## config.mk

```make
export PLATFORM = sky130hd
export DESIGN_NAME = i2c_register_access_sequencer_unit
export DESIGN_NICKNAME = d
export VERILOG_FILES = /design/src/i2cras_pkg.sv /design/src/i2cras_step.sv /design/src/i2cras_fifo.sv /design/src/i2c_register_access_sequencer_unit.sv
export SDC_FILE = /design/constraint.sdc
export NUM_CORES = 1
export LEC_CHECK = 0
export BUFFER_PORTS_ARGS = -buffer_cell sky130_fd_sc_hd__buf_2
export CAP_MARGIN = 20
export CORE_AREA = 2 2 138 140
export CTS_CLUSTER_DIAMETER = 30
export DETAILED_ROUTE_END_ITERATION = 10
export DIE_AREA = 0 0 140 142
export MAX_ROUTING_LAYER = met4
export PLACE_DENSITY = 0.66
export SLEW_MARGIN = 25
export SYNTH_ARGS = -nofsm -noshare
export SYNTH_HDL_FRONTEND = slang
export SYNTH_SLANG_ARGS = --single-unit
```

## constraint.sdc

```tcl
create_clock -name clk -period 7.7 [get_ports clk]
set_input_delay 1.54 -clock clk [delete_from_list [all_inputs] [get_ports clk]]
set_output_delay 1.54 -clock clk [all_outputs]
set_load 0.01 [all_outputs]
```

## src/i2cras_pkg.sv

```systemverilog
// Shared types and codes for the I2C register access sequencer.
package i2cras_pkg;

    // Input item commands
    localparam logic [1:0] CMD_BEGIN = 2'd0;
    localparam logic [1:0] CMD_DATA  = 2'd1;
    localparam logic [1:0] CMD_RESP  = 2'd2;

    // Result queue depth (power of two, at least 2)
    localparam int FIFO_DEPTH = 4;

    // Bus primitives
    typedef enum logic [2:0] {
        ACT_START   = 3'd0,
        ACT_RESTART = 3'd1,
        ACT_SEND    = 3'd2,
        ACT_RECV    = 3'd3,
        ACT_ACK     = 3'd4,
        ACT_NACK    = 3'd5,
        ACT_STOP    = 3'd6
    } action_t;

    // Sequencer phases
    typedef enum logic [2:0] {
        PH_IDLE   = 3'd0,
        PH_DEVACK = 3'd1,
        PH_REGACK = 3'd2,
        PH_RSACK  = 3'd3,
        PH_WDATA  = 3'd4,
        PH_TXACK  = 3'd5,
        PH_RX     = 3'd6
    } phase_t;

    // Transfer state kept between items
    typedef struct packed {
        phase_t     phase;
        logic [6:0] target_address;
        logic       direction;
        logic [7:0] remaining;
        logic [7:0] completed;
        logic [7:0] held_reg;
    } seq_state_t;

    // One result item
    typedef struct packed {
        action_t    action;
        logic [7:0] tx_byte;
        logic [7:0] rx_byte_out;
        logic       rx_valid;
        logic       done_res;
        logic [7:0] bytes_done;
        logic       last;
    } result_t;

    // Results produced by one accepted item
    typedef struct packed {
        logic [1:0] n_res;
        result_t    res0;
        result_t    res1;
    } step_out_t;

endpackage

```

## src/i2cras_step.sv

```systemverilog
// Per-item decision logic: next transfer state and up to two results.
module i2cras_step
    import i2cras_pkg::*;
(
    input  seq_state_t  state,
    input  logic        enable,
    input  logic [1:0]  cmd,
    input  logic [6:0]  device_addr,
    input  logic [7:0]  register_addr,
    input  logic        read_dir,
    input  logic [7:0]  count,
    input  logic [7:0]  tx_data,
    input  logic        acked,
    input  logic [7:0]  rx_byte,
    input  logic        timed_out,
    output seq_state_t  state_next,
    output step_out_t   step
);

    result_t blank;
    result_t stop_res;

    // Template results
    always_comb
    begin
        blank = '{action: ACT_START, tx_byte: 8'd0, rx_byte_out: 8'd0, rx_valid: 1'b0,
                  done_res: 1'b0, bytes_done: 8'd0, last: 1'b0};
        stop_res = blank;
        stop_res.action = ACT_STOP;
        stop_res.done_res = 1'b1;
        stop_res.last = 1'b1;
    end

    // Command decode and phase sequencing
    always_comb
    begin
        state_next = state;
        step.n_res = 2'd0;
        step.res0 = blank;
        step.res1 = blank;

        case (cmd)
            CMD_BEGIN:
            begin
                if (state.phase == PH_IDLE)
                begin
                    state_next.completed = 8'd0;
                    step.n_res = 2'd1;
                    step.res0.last = 1'b1;
                    if (!enable)
                    begin
                        step.res0.done_res = 1'b1;
                    end
                    else
                    begin
                        state_next.target_address = device_addr;
                        state_next.held_reg = register_addr;
                        state_next.direction = read_dir;
                        state_next.remaining = count;
                        state_next.phase = PH_DEVACK;
                        step.res0.tx_byte = {device_addr, 1'b0};
                    end
                end
            end
            CMD_DATA:
            begin
                if (state.phase == PH_WDATA)
                begin
                    state_next.phase = PH_TXACK;
                    step.n_res = 2'd1;
                    step.res0.action = ACT_SEND;
                    step.res0.tx_byte = tx_data;
                    step.res0.last = 1'b1;
                end
            end
            CMD_RESP:
            begin
                case (state.phase)
                    PH_DEVACK:
                    begin
                        step.n_res = 2'd1;
                        if (!acked)
                        begin
                            state_next.phase = PH_IDLE;
                            step.res0 = stop_res;
                        end
                        else
                        begin
                            state_next.phase = PH_REGACK;
                            step.res0.action = ACT_SEND;
                            step.res0.tx_byte = state.held_reg;
                            step.res0.last = 1'b1;
                        end
                    end
                    PH_REGACK:
                    begin
                        if (!acked || (!state.direction && state.remaining == 8'd0))
                        begin
                            state_next.phase = PH_IDLE;
                            step.n_res = 2'd1;
                            step.res0 = stop_res;
                        end
                        else if (state.direction)
                        begin
                            state_next.phase = PH_RSACK;
                            step.n_res = 2'd1;
                            step.res0.action = ACT_RESTART;
                            step.res0.tx_byte = {state.target_address, 1'b1};
                            step.res0.last = 1'b1;
                        end
                        else
                        begin
                            state_next.phase = PH_WDATA;
                        end
                    end
                    PH_RSACK:
                    begin
                        // restart acknowledge is not checked
                        step.n_res = 2'd1;
                        if (state.remaining == 8'd0)
                        begin
                            state_next.phase = PH_IDLE;
                            step.res0 = stop_res;
                        end
                        else
                        begin
                            state_next.phase = PH_RX;
                            step.res0.action = ACT_RECV;
                            step.res0.last = 1'b1;
                        end
                    end
                    PH_TXACK:
                    begin
                        if (!acked)
                        begin
                            state_next.phase = PH_IDLE;
                            step.n_res = 2'd1;
                            step.res0 = stop_res;
                        end
                        else
                        begin
                            state_next.completed = state.completed + 8'd1;
                            state_next.remaining = state.remaining - 8'd1;
                            if (state.remaining == 8'd1)
                            begin
                                state_next.phase = PH_IDLE;
                                step.n_res = 2'd1;
                                step.res0 = stop_res;
                            end
                            else
                            begin
                                state_next.phase = PH_WDATA;
                            end
                        end
                    end
                    PH_RX:
                    begin
                        step.n_res = 2'd2;
                        if (timed_out)
                        begin
                            // received byte dropped, nack then stop
                            state_next.phase = PH_IDLE;
                            step.res0.action = ACT_NACK;
                            step.res1 = stop_res;
                        end
                        else
                        begin
                            state_next.completed = state.completed + 8'd1;
                            state_next.remaining = state.remaining - 8'd1;
                            step.res0.rx_byte_out = rx_byte;
                            step.res0.rx_valid = 1'b1;
                            if (state.remaining == 8'd1)
                            begin
                                state_next.phase = PH_IDLE;
                                step.res0.action = ACT_NACK;
                                step.res1 = stop_res;
                            end
                            else
                            begin
                                step.res0.action = ACT_ACK;
                                step.res1.action = ACT_RECV;
                                step.res1.last = 1'b1;
                            end
                        end
                    end
                    default:
                    begin
                        state_next = state;
                    end
                endcase
            end
            default:
            begin
                state_next = state;
            end
        endcase

        // every result of an item reports the updated byte count
        step.res0.bytes_done = state_next.completed;
        step.res1.bytes_done = state_next.completed;
    end

endmodule

```

## src/i2cras_fifo.sv

```systemverilog
// Result queue: takes up to two results per cycle, hands out one per cycle while out_stall is low.
module i2cras_fifo
    import i2cras_pkg::*;
(
    input  logic       clk,
    input  logic       rst_n,
    input  step_out_t  push,
    output logic       space_low,
    output logic       out_valid,
    input  logic       out_stall,
    output result_t    head
);

    localparam int PTR_W = $clog2(FIFO_DEPTH);
    localparam int CNT_W = $clog2(FIFO_DEPTH + 1);

    result_t            mem [FIFO_DEPTH];
    logic [PTR_W-1:0]   wr_ptr_reg;
    logic [PTR_W-1:0]   wr_ptr_next;
    logic [PTR_W-1:0]   rd_ptr_reg;
    logic [PTR_W-1:0]   rd_ptr_next;
    logic [CNT_W-1:0]   count_reg;
    logic [CNT_W-1:0]   count_next;
    logic               pop;

    // Pointer and fill bookkeeping
    always_comb
    begin
        pop = out_valid && !out_stall;
        wr_ptr_next = wr_ptr_reg + PTR_W'(push.n_res);
        rd_ptr_next = rd_ptr_reg + PTR_W'(pop);
        count_next = count_reg + CNT_W'(push.n_res) - CNT_W'(pop);
    end

    assign out_valid = (count_reg != '0);
    assign space_low = (count_reg > CNT_W'(FIFO_DEPTH - 2));
    assign head = mem[rd_ptr_reg];

    // Control registers
    always_ff @(posedge clk or negedge rst_n)
    begin
        if (!rst_n)
        begin
            wr_ptr_reg <= '0;
            rd_ptr_reg <= '0;
            count_reg <= '0;
        end
        else
        begin
            wr_ptr_reg <= wr_ptr_next;
            rd_ptr_reg <= rd_ptr_next;
            count_reg <= count_next;
        end
    end

    // Storage
    always_ff @(posedge clk)
    begin
        if (push.n_res != 2'd0)
        begin
            mem[wr_ptr_reg] <= push.res0;
        end
        if (push.n_res == 2'd2)
        begin
            mem[wr_ptr_reg + PTR_W'(1)] <= push.res1;
        end
    end

`ifndef NO_ASSERTIONS
    // fill level never exceeds depth
    a_no_overflow: assert property (@(posedge clk) disable iff (!rst_n)
        count_reg <= CNT_W'(FIFO_DEPTH))
        else $error("result queue overflow");

    // occupancy agrees with the pointers
    a_ptr_count: assert property (@(posedge clk) disable iff (!rst_n)
        (count_reg != CNT_W'(FIFO_DEPTH)) |-> (PTR_W'(wr_ptr_reg - rd_ptr_reg) == PTR_W'(count_reg)))
        else $error("result queue pointers out of step with count");

    // results are only pushed when there is room for two
    a_push_room: assert property (@(posedge clk) disable iff (!rst_n)
        (push.n_res != 2'd0) |-> !space_low)
        else $error("result push while queue nearly full");
`endif

endmodule

```

## src/i2c_register_access_sequencer_unit.sv

```systemverilog
// A result is written into the result queue when its item is accepted and is
// presented once it reaches the queue head. One item per cycle is taken while
// each item yields at most one result and in_stall stays low; the results of
// an item leave one at a time through the single read port of the four-entry queue.
// Reset (rst_n, async, active low): idle phase, enable cleared, queue empty.
// Top level of the I2C register access sequencer.
module i2c_register_access_sequencer_unit
    import i2cras_pkg::*;
(
    input  logic        clk,
    input  logic        rst_n,
    // configuration write channel
    input  logic        cfg_valid,
    output logic        cfg_ready,
    input  logic        cfg_data,
    // input items
    input  logic        in_valid,
    output logic        in_stall,
    input  logic [1:0]  cmd,
    input  logic [6:0]  device_addr,
    input  logic [7:0]  register_addr,
    input  logic        read_dir,
    input  logic [7:0]  count,
    input  logic [7:0]  tx_data,
    input  logic        acked,
    input  logic [7:0]  rx_byte,
    input  logic        timed_out,
    // result items
    output logic        out_valid,
    input  logic        out_stall,
    output logic [2:0]  action,
    output logic [7:0]  tx_byte,
    output logic [7:0]  rx_byte_out,
    output logic        rx_valid,
    output logic        done_res,
    output logic [7:0]  bytes_done,
    output logic        last
);

    logic        enable_reg;
    seq_state_t  state_reg;
    seq_state_t  state_calc;
    seq_state_t  state_next;
    step_out_t   step_calc;
    step_out_t   push;
    logic        space_low;
    logic        in_accept;
    result_t     head;

    assign cfg_ready = 1'b1;
    assign in_stall = space_low;
    assign in_accept = in_valid && !space_low;

    // Per-item decision logic
    i2cras_step u_step (
        .state         (state_reg),
        .enable        (enable_reg),
        .cmd           (cmd),
        .device_addr   (device_addr),
        .register_addr (register_addr),
        .read_dir      (read_dir),
        .count         (count),
        .tx_data       (tx_data),
        .acked         (acked),
        .rx_byte       (rx_byte),
        .timed_out     (timed_out),
        .state_next    (state_calc),
        .step          (step_calc)
    );

    // Only an accepted transaction advances state or pushes results
    always_comb
    begin
        state_next = state_reg;
        push = step_calc;
        push.n_res = 2'd0;
        if (in_accept)
        begin
            state_next = state_calc;
            push.n_res = step_calc.n_res;
        end
    end

    // Transfer state and enable register
    always_ff @(posedge clk or negedge rst_n)
    begin
        if (!rst_n)
        begin
            enable_reg <= 1'b0;
            state_reg <= '{phase: PH_IDLE, target_address: 7'd0, direction: 1'b0,
                           remaining: 8'd0, completed: 8'd0, held_reg: 8'd0};
        end
        else
        begin
            if (cfg_valid && cfg_ready)
            begin
                enable_reg <= cfg_data;
            end
            state_reg <= state_next;
        end
    end

    // Result queue
    i2cras_fifo u_fifo (
        .clk       (clk),
        .rst_n     (rst_n),
        .push      (push),
        .space_low (space_low),
        .out_valid (out_valid),
        .out_stall (out_stall),
        .head      (head)
    );

    assign action = head.action;
    assign tx_byte = head.tx_byte;
    assign rx_byte_out = head.rx_byte_out;
    assign rx_valid = head.rx_valid;
    assign done_res = head.done_res;
    assign bytes_done = head.bytes_done;
    assign last = head.last;

`ifndef NO_ASSERTIONS
    // a finishing result always closes its item
    a_done_last: assert property (@(posedge clk) disable iff (!rst_n)
        (out_valid && done_res) |-> last)
        else $error("done result not marked last");

    // received data only rides on ack or nack
    a_rx_action: assert property (@(posedge clk) disable iff (!rst_n)
        (out_valid && rx_valid) |-> (action == ACT_ACK || action == ACT_NACK))
        else $error("received byte on wrong action");

    // enabled begin while idle moves to address acknowledge
    a_begin_phase: assert property (@(posedge clk) disable iff (!rst_n)
        (in_accept && cmd == CMD_BEGIN && state_reg.phase == PH_IDLE && enable_reg)
        |=> (state_reg.phase == PH_DEVACK))
        else $error("begin did not start addressing");

    // a stop result leaves the sequencer idle
    a_stop_idle: assert property (@(posedge clk) disable iff (!rst_n)
        (in_accept && step_calc.n_res != 2'd0 && step_calc.res0.action == ACT_STOP)
        |=> (state_reg.phase == PH_IDLE))
        else $error("stop issued without returning to idle");
`endif

endmodule
```

==> flow_summary.toml <==
[status]
status = "finished with violations"
violations = "design-rule violations"

[worst_setup_path]
cp_cell_sequence = "buf_2 -> inv_1 -> ha_1 -> nand4b_1 -> nor3_1 -> buf_4 -> nand2_1 -> nand2_1"
worstPathRequired_ns = 7.77
path_common_cell = "nand2_1"
arrival_ns = 4.24
crit_path_max_fanout = 22
worstSetupPathType = "input pin to flop"
worst_path_max_delay_cell = "nand2_1"
critPathLaunchType = "input pin"
cp-end-kind = "flop"
cp_slowest_stage_delay_ns = 0.71

[detailed_routing]
routed_via_density = 5.98
detail_route.wirelength_mm = 20.1
ant_nets = 0
wl_per_cell_um = 19.3
dr_total_vias = 6214
drt_first_pass_iters = 8
drcViolationCount = 1
drt_iter0_drc = 496

[layout]
diodes = 0
fillerInstances = 1639
multiInputGateArea_um2 = 3810
synthToLayoutAreaGrowth_pct = 13.1
fin_util = 0.501
regArea_um2 = 4000
largest_register_ffs = 120
drive_above_1_share = 0.237
final_nets = 858

[synthesis]
synth_largest_area_cell = "edfxtp_1"
synth_common_cells = "68 x dfxtp_1, 57 x nand2_1, 52 x edfxtp_1, 49 x a21oi_1, 46 x nor2_1"
synth_area_per_cell_um2 = 11.1
synth_seq_cells = 163
synth-async-reset-ratio = 0.264
synthDistinctLibCells = 75
synth-edff-count = 52
synth_seq_area_share = 0.489
synthFlopType = "dfxtp_1"
synth_top_area_share = 0.191
syn_inst = 738
yosys-top-cells-area = "edfxtp_1 19%, dfxtp_1 17%, dfrtp_1 13%, mux4_2 8.3%, a21oi_1 3.0%"
syn_nets = 803
synth.most_common_cell = "dfxtp_1"
ys_warn_count = 0
synth_area_um2 = 8180

[power]
switching_power_mw = 0.958
p_int_mw = 1.93
vdd_drop_max_mv = 0.187
pwr-share-seq = 0.419
combPwrFrac = 0.282
switching_share = 0.332
p_clk_frac = 0.299
powerDensity_nw_per_um2 = 312
leakage_nw = 3.57

[cts]
post_cts_resized = 0
hold_buffers = 0
cts_root_buffer = "clkbuf_16"
cts_setup_buffers = 0
htree_levels = 4
clkSlewWorstSetupHoldPaths_ns = 0.06
cts_buffers = 17
cts_tree = "yes"
cts_buffer_depth = 2
cts.sinks = 163
worstSkewPairLatency_ns = 0.44

[placed_design]
portBuffers = 81
gp_congestion = 0.873
hpwl_mm = 13.9

[grt]
met2_usage = 0.317
use_met3 = 0.0444
grt_pass1_wl_mm = 32.2
grt_max_degree = 44
grt_usage = 0.215
antenna_found_initial = 0
grt_overflow = 0
grt_util_met1 = 0.298
grt_busiest_layer = "met2"
grt_pass1_vias = 5948

[timing]
fin_crit_sh = 0.542
maxSlewViolCount = 0
period_needed_ns = 4.17
skew_ns = 0.0111
setup_viol = 0
rsz0062_at_grt = "false"
hold_viol = 0
fmax_mhz = 240
slew_headroom = 0.361
setup_tns_ns = 0
worst_slew_pin_slew_ns = 0.955

[flow_run]
drv_cap = 0

[floorplan]
core_area_um2 = 18500
rows = 50
fp.dieW_um = 140
io_pins = 83
dieArea_um2 = 19900
die_h_um = 142
start_util = 0.443

[hold_path]
hp-class = "flop to flop"
layout by cell type (no fill, tap or decap), types with 5 or more instances in the layout:
cell type and instances:
mux2_2 15, and3_1 10, edfxtp_1 52, a21oi_1 48, and2_1 5, a32o_1 8, o211ai_1 15, buf_4 6
mux2i_1 19, buf_2 81, nor3_1 16, o22ai_1 10, nand2_1 57, a32oi_1 13, mux4_2 30, nand3_1 27
clkbuf_16 21, nor2b_1 6, nor2_1 46, dfrtp_1 42, a2bb2oi_1 18, a31oi_1 8, ha_1 14, dfxtp_1 68
a221oi_1 8, inv_1 20, o21ai_1 11, o21ai_0 40
logic make-up after synthesis:
kind of cell	after synthesis	share of synthesized area
flip-flops	163	0.489
XOR/XNOR	6	0.00642
adder cells (fa/ha/maj)	15	0.0239
other	1	0.000458
AND/OR/NAND/NOR	198	0.123
AO/OA/AOI/OAI	215	0.178
buffers and inverters	72	0.0454
multiplexers	68	0.134
stage by stage:
stage | cells | setup WS (ns) | power (mW) | hold WS, ns | cell area (um^2)
2_1_floorplan | 738 | 3.91 | 1.81 | 0.429 | 8180
3_3_place_gp | 1008 | 3.28 | 2.03 | 0.439 | 8640
3_5_place_dp | 1008 | 3.17 | 2.04 | 0.446 | 8640
4_1_cts | 1040 | 3.59 | 2.90 | 0.455 | 9250
5_1_grt | 1040 | 3.35 | 3.04 | 0.477 | 9250
6_report | 1040 | 3.53 | 2.88 | 0.454 | 9250
layer usage:
| metal | part of all wire | vias to the layer above |
|---|---|---|
| li1 | - | 2910 |
| met5 | 0 | - |
| met1 | 0.47 | 3020 |
| met3 | 0.065 | 36 |
| met2 | 0.45 | 248 |
| met4 | 0.020 | 0 |
area by class of cell:
type | count | area share
Tap cell | 234 | 0.0317
Inverter | 21 | 0.00852
Clock inverter | 4 | 0.00311
Clock buffer | 28 | 0.0629
Timing Repair Buffer | 87 | 0.0487
Sequential cell | 163 | 0.433
Multi-Input combinational cell | 503 | 0.412
critical path: cells and delay by family:
kind	cells	cell delay, ns
and+or+nand+nor	4	1.69
adders and majority gates	1	0.55
buffers and inverters	3	0.44
path summary, 6_finish.rpt:
check	cells past startpoint	slack, ns	start	endpoint
worst min register to register	2	0.45	u_fifo.mem[0][12]$_SDFFE_PP0P_	u_fifo.mem[0][12]$_SDFFE_PP0P_
max in group asynchronous	2	6.03	rst_n	u_fifo.rd_ptr_reg[0]$_DFF_PN0_
worst min-delay path	2	0.45	u_fifo.mem[0][12]$_SDFFE_PP0P_	u_fifo.mem[0][12]$_SDFFE_PP0P_
min in group asynchronous	2	1.18	rst_n	state_reg[22]$_DFFE_PN0P_
worst max-delay path	8	3.53	cmd[0]	u_fifo.mem[2][29]$_DFFE_PP_
worst max register to register	11	4.53	state_reg[34]$_DFFE_PN0P_	u_fifo.count_reg[2]$_DFF_PN0_
power by group through the flow:
stage / Sequential (mW) / Combinational (mW) / Clock [mW]
finish: 1.21 / 0.812 / 0.862
global route: 1.24 / 0.898 / 0.907
CTS: 1.21 / 0.815 / 0.870
detailed placement: 1.23 / 0.812 / 0
global placement: 1.22 / 0.804 / 0
floorplan: 1.10 / 0.709 / 0
No activity file was read; power rests on OpenSTA's default activity.
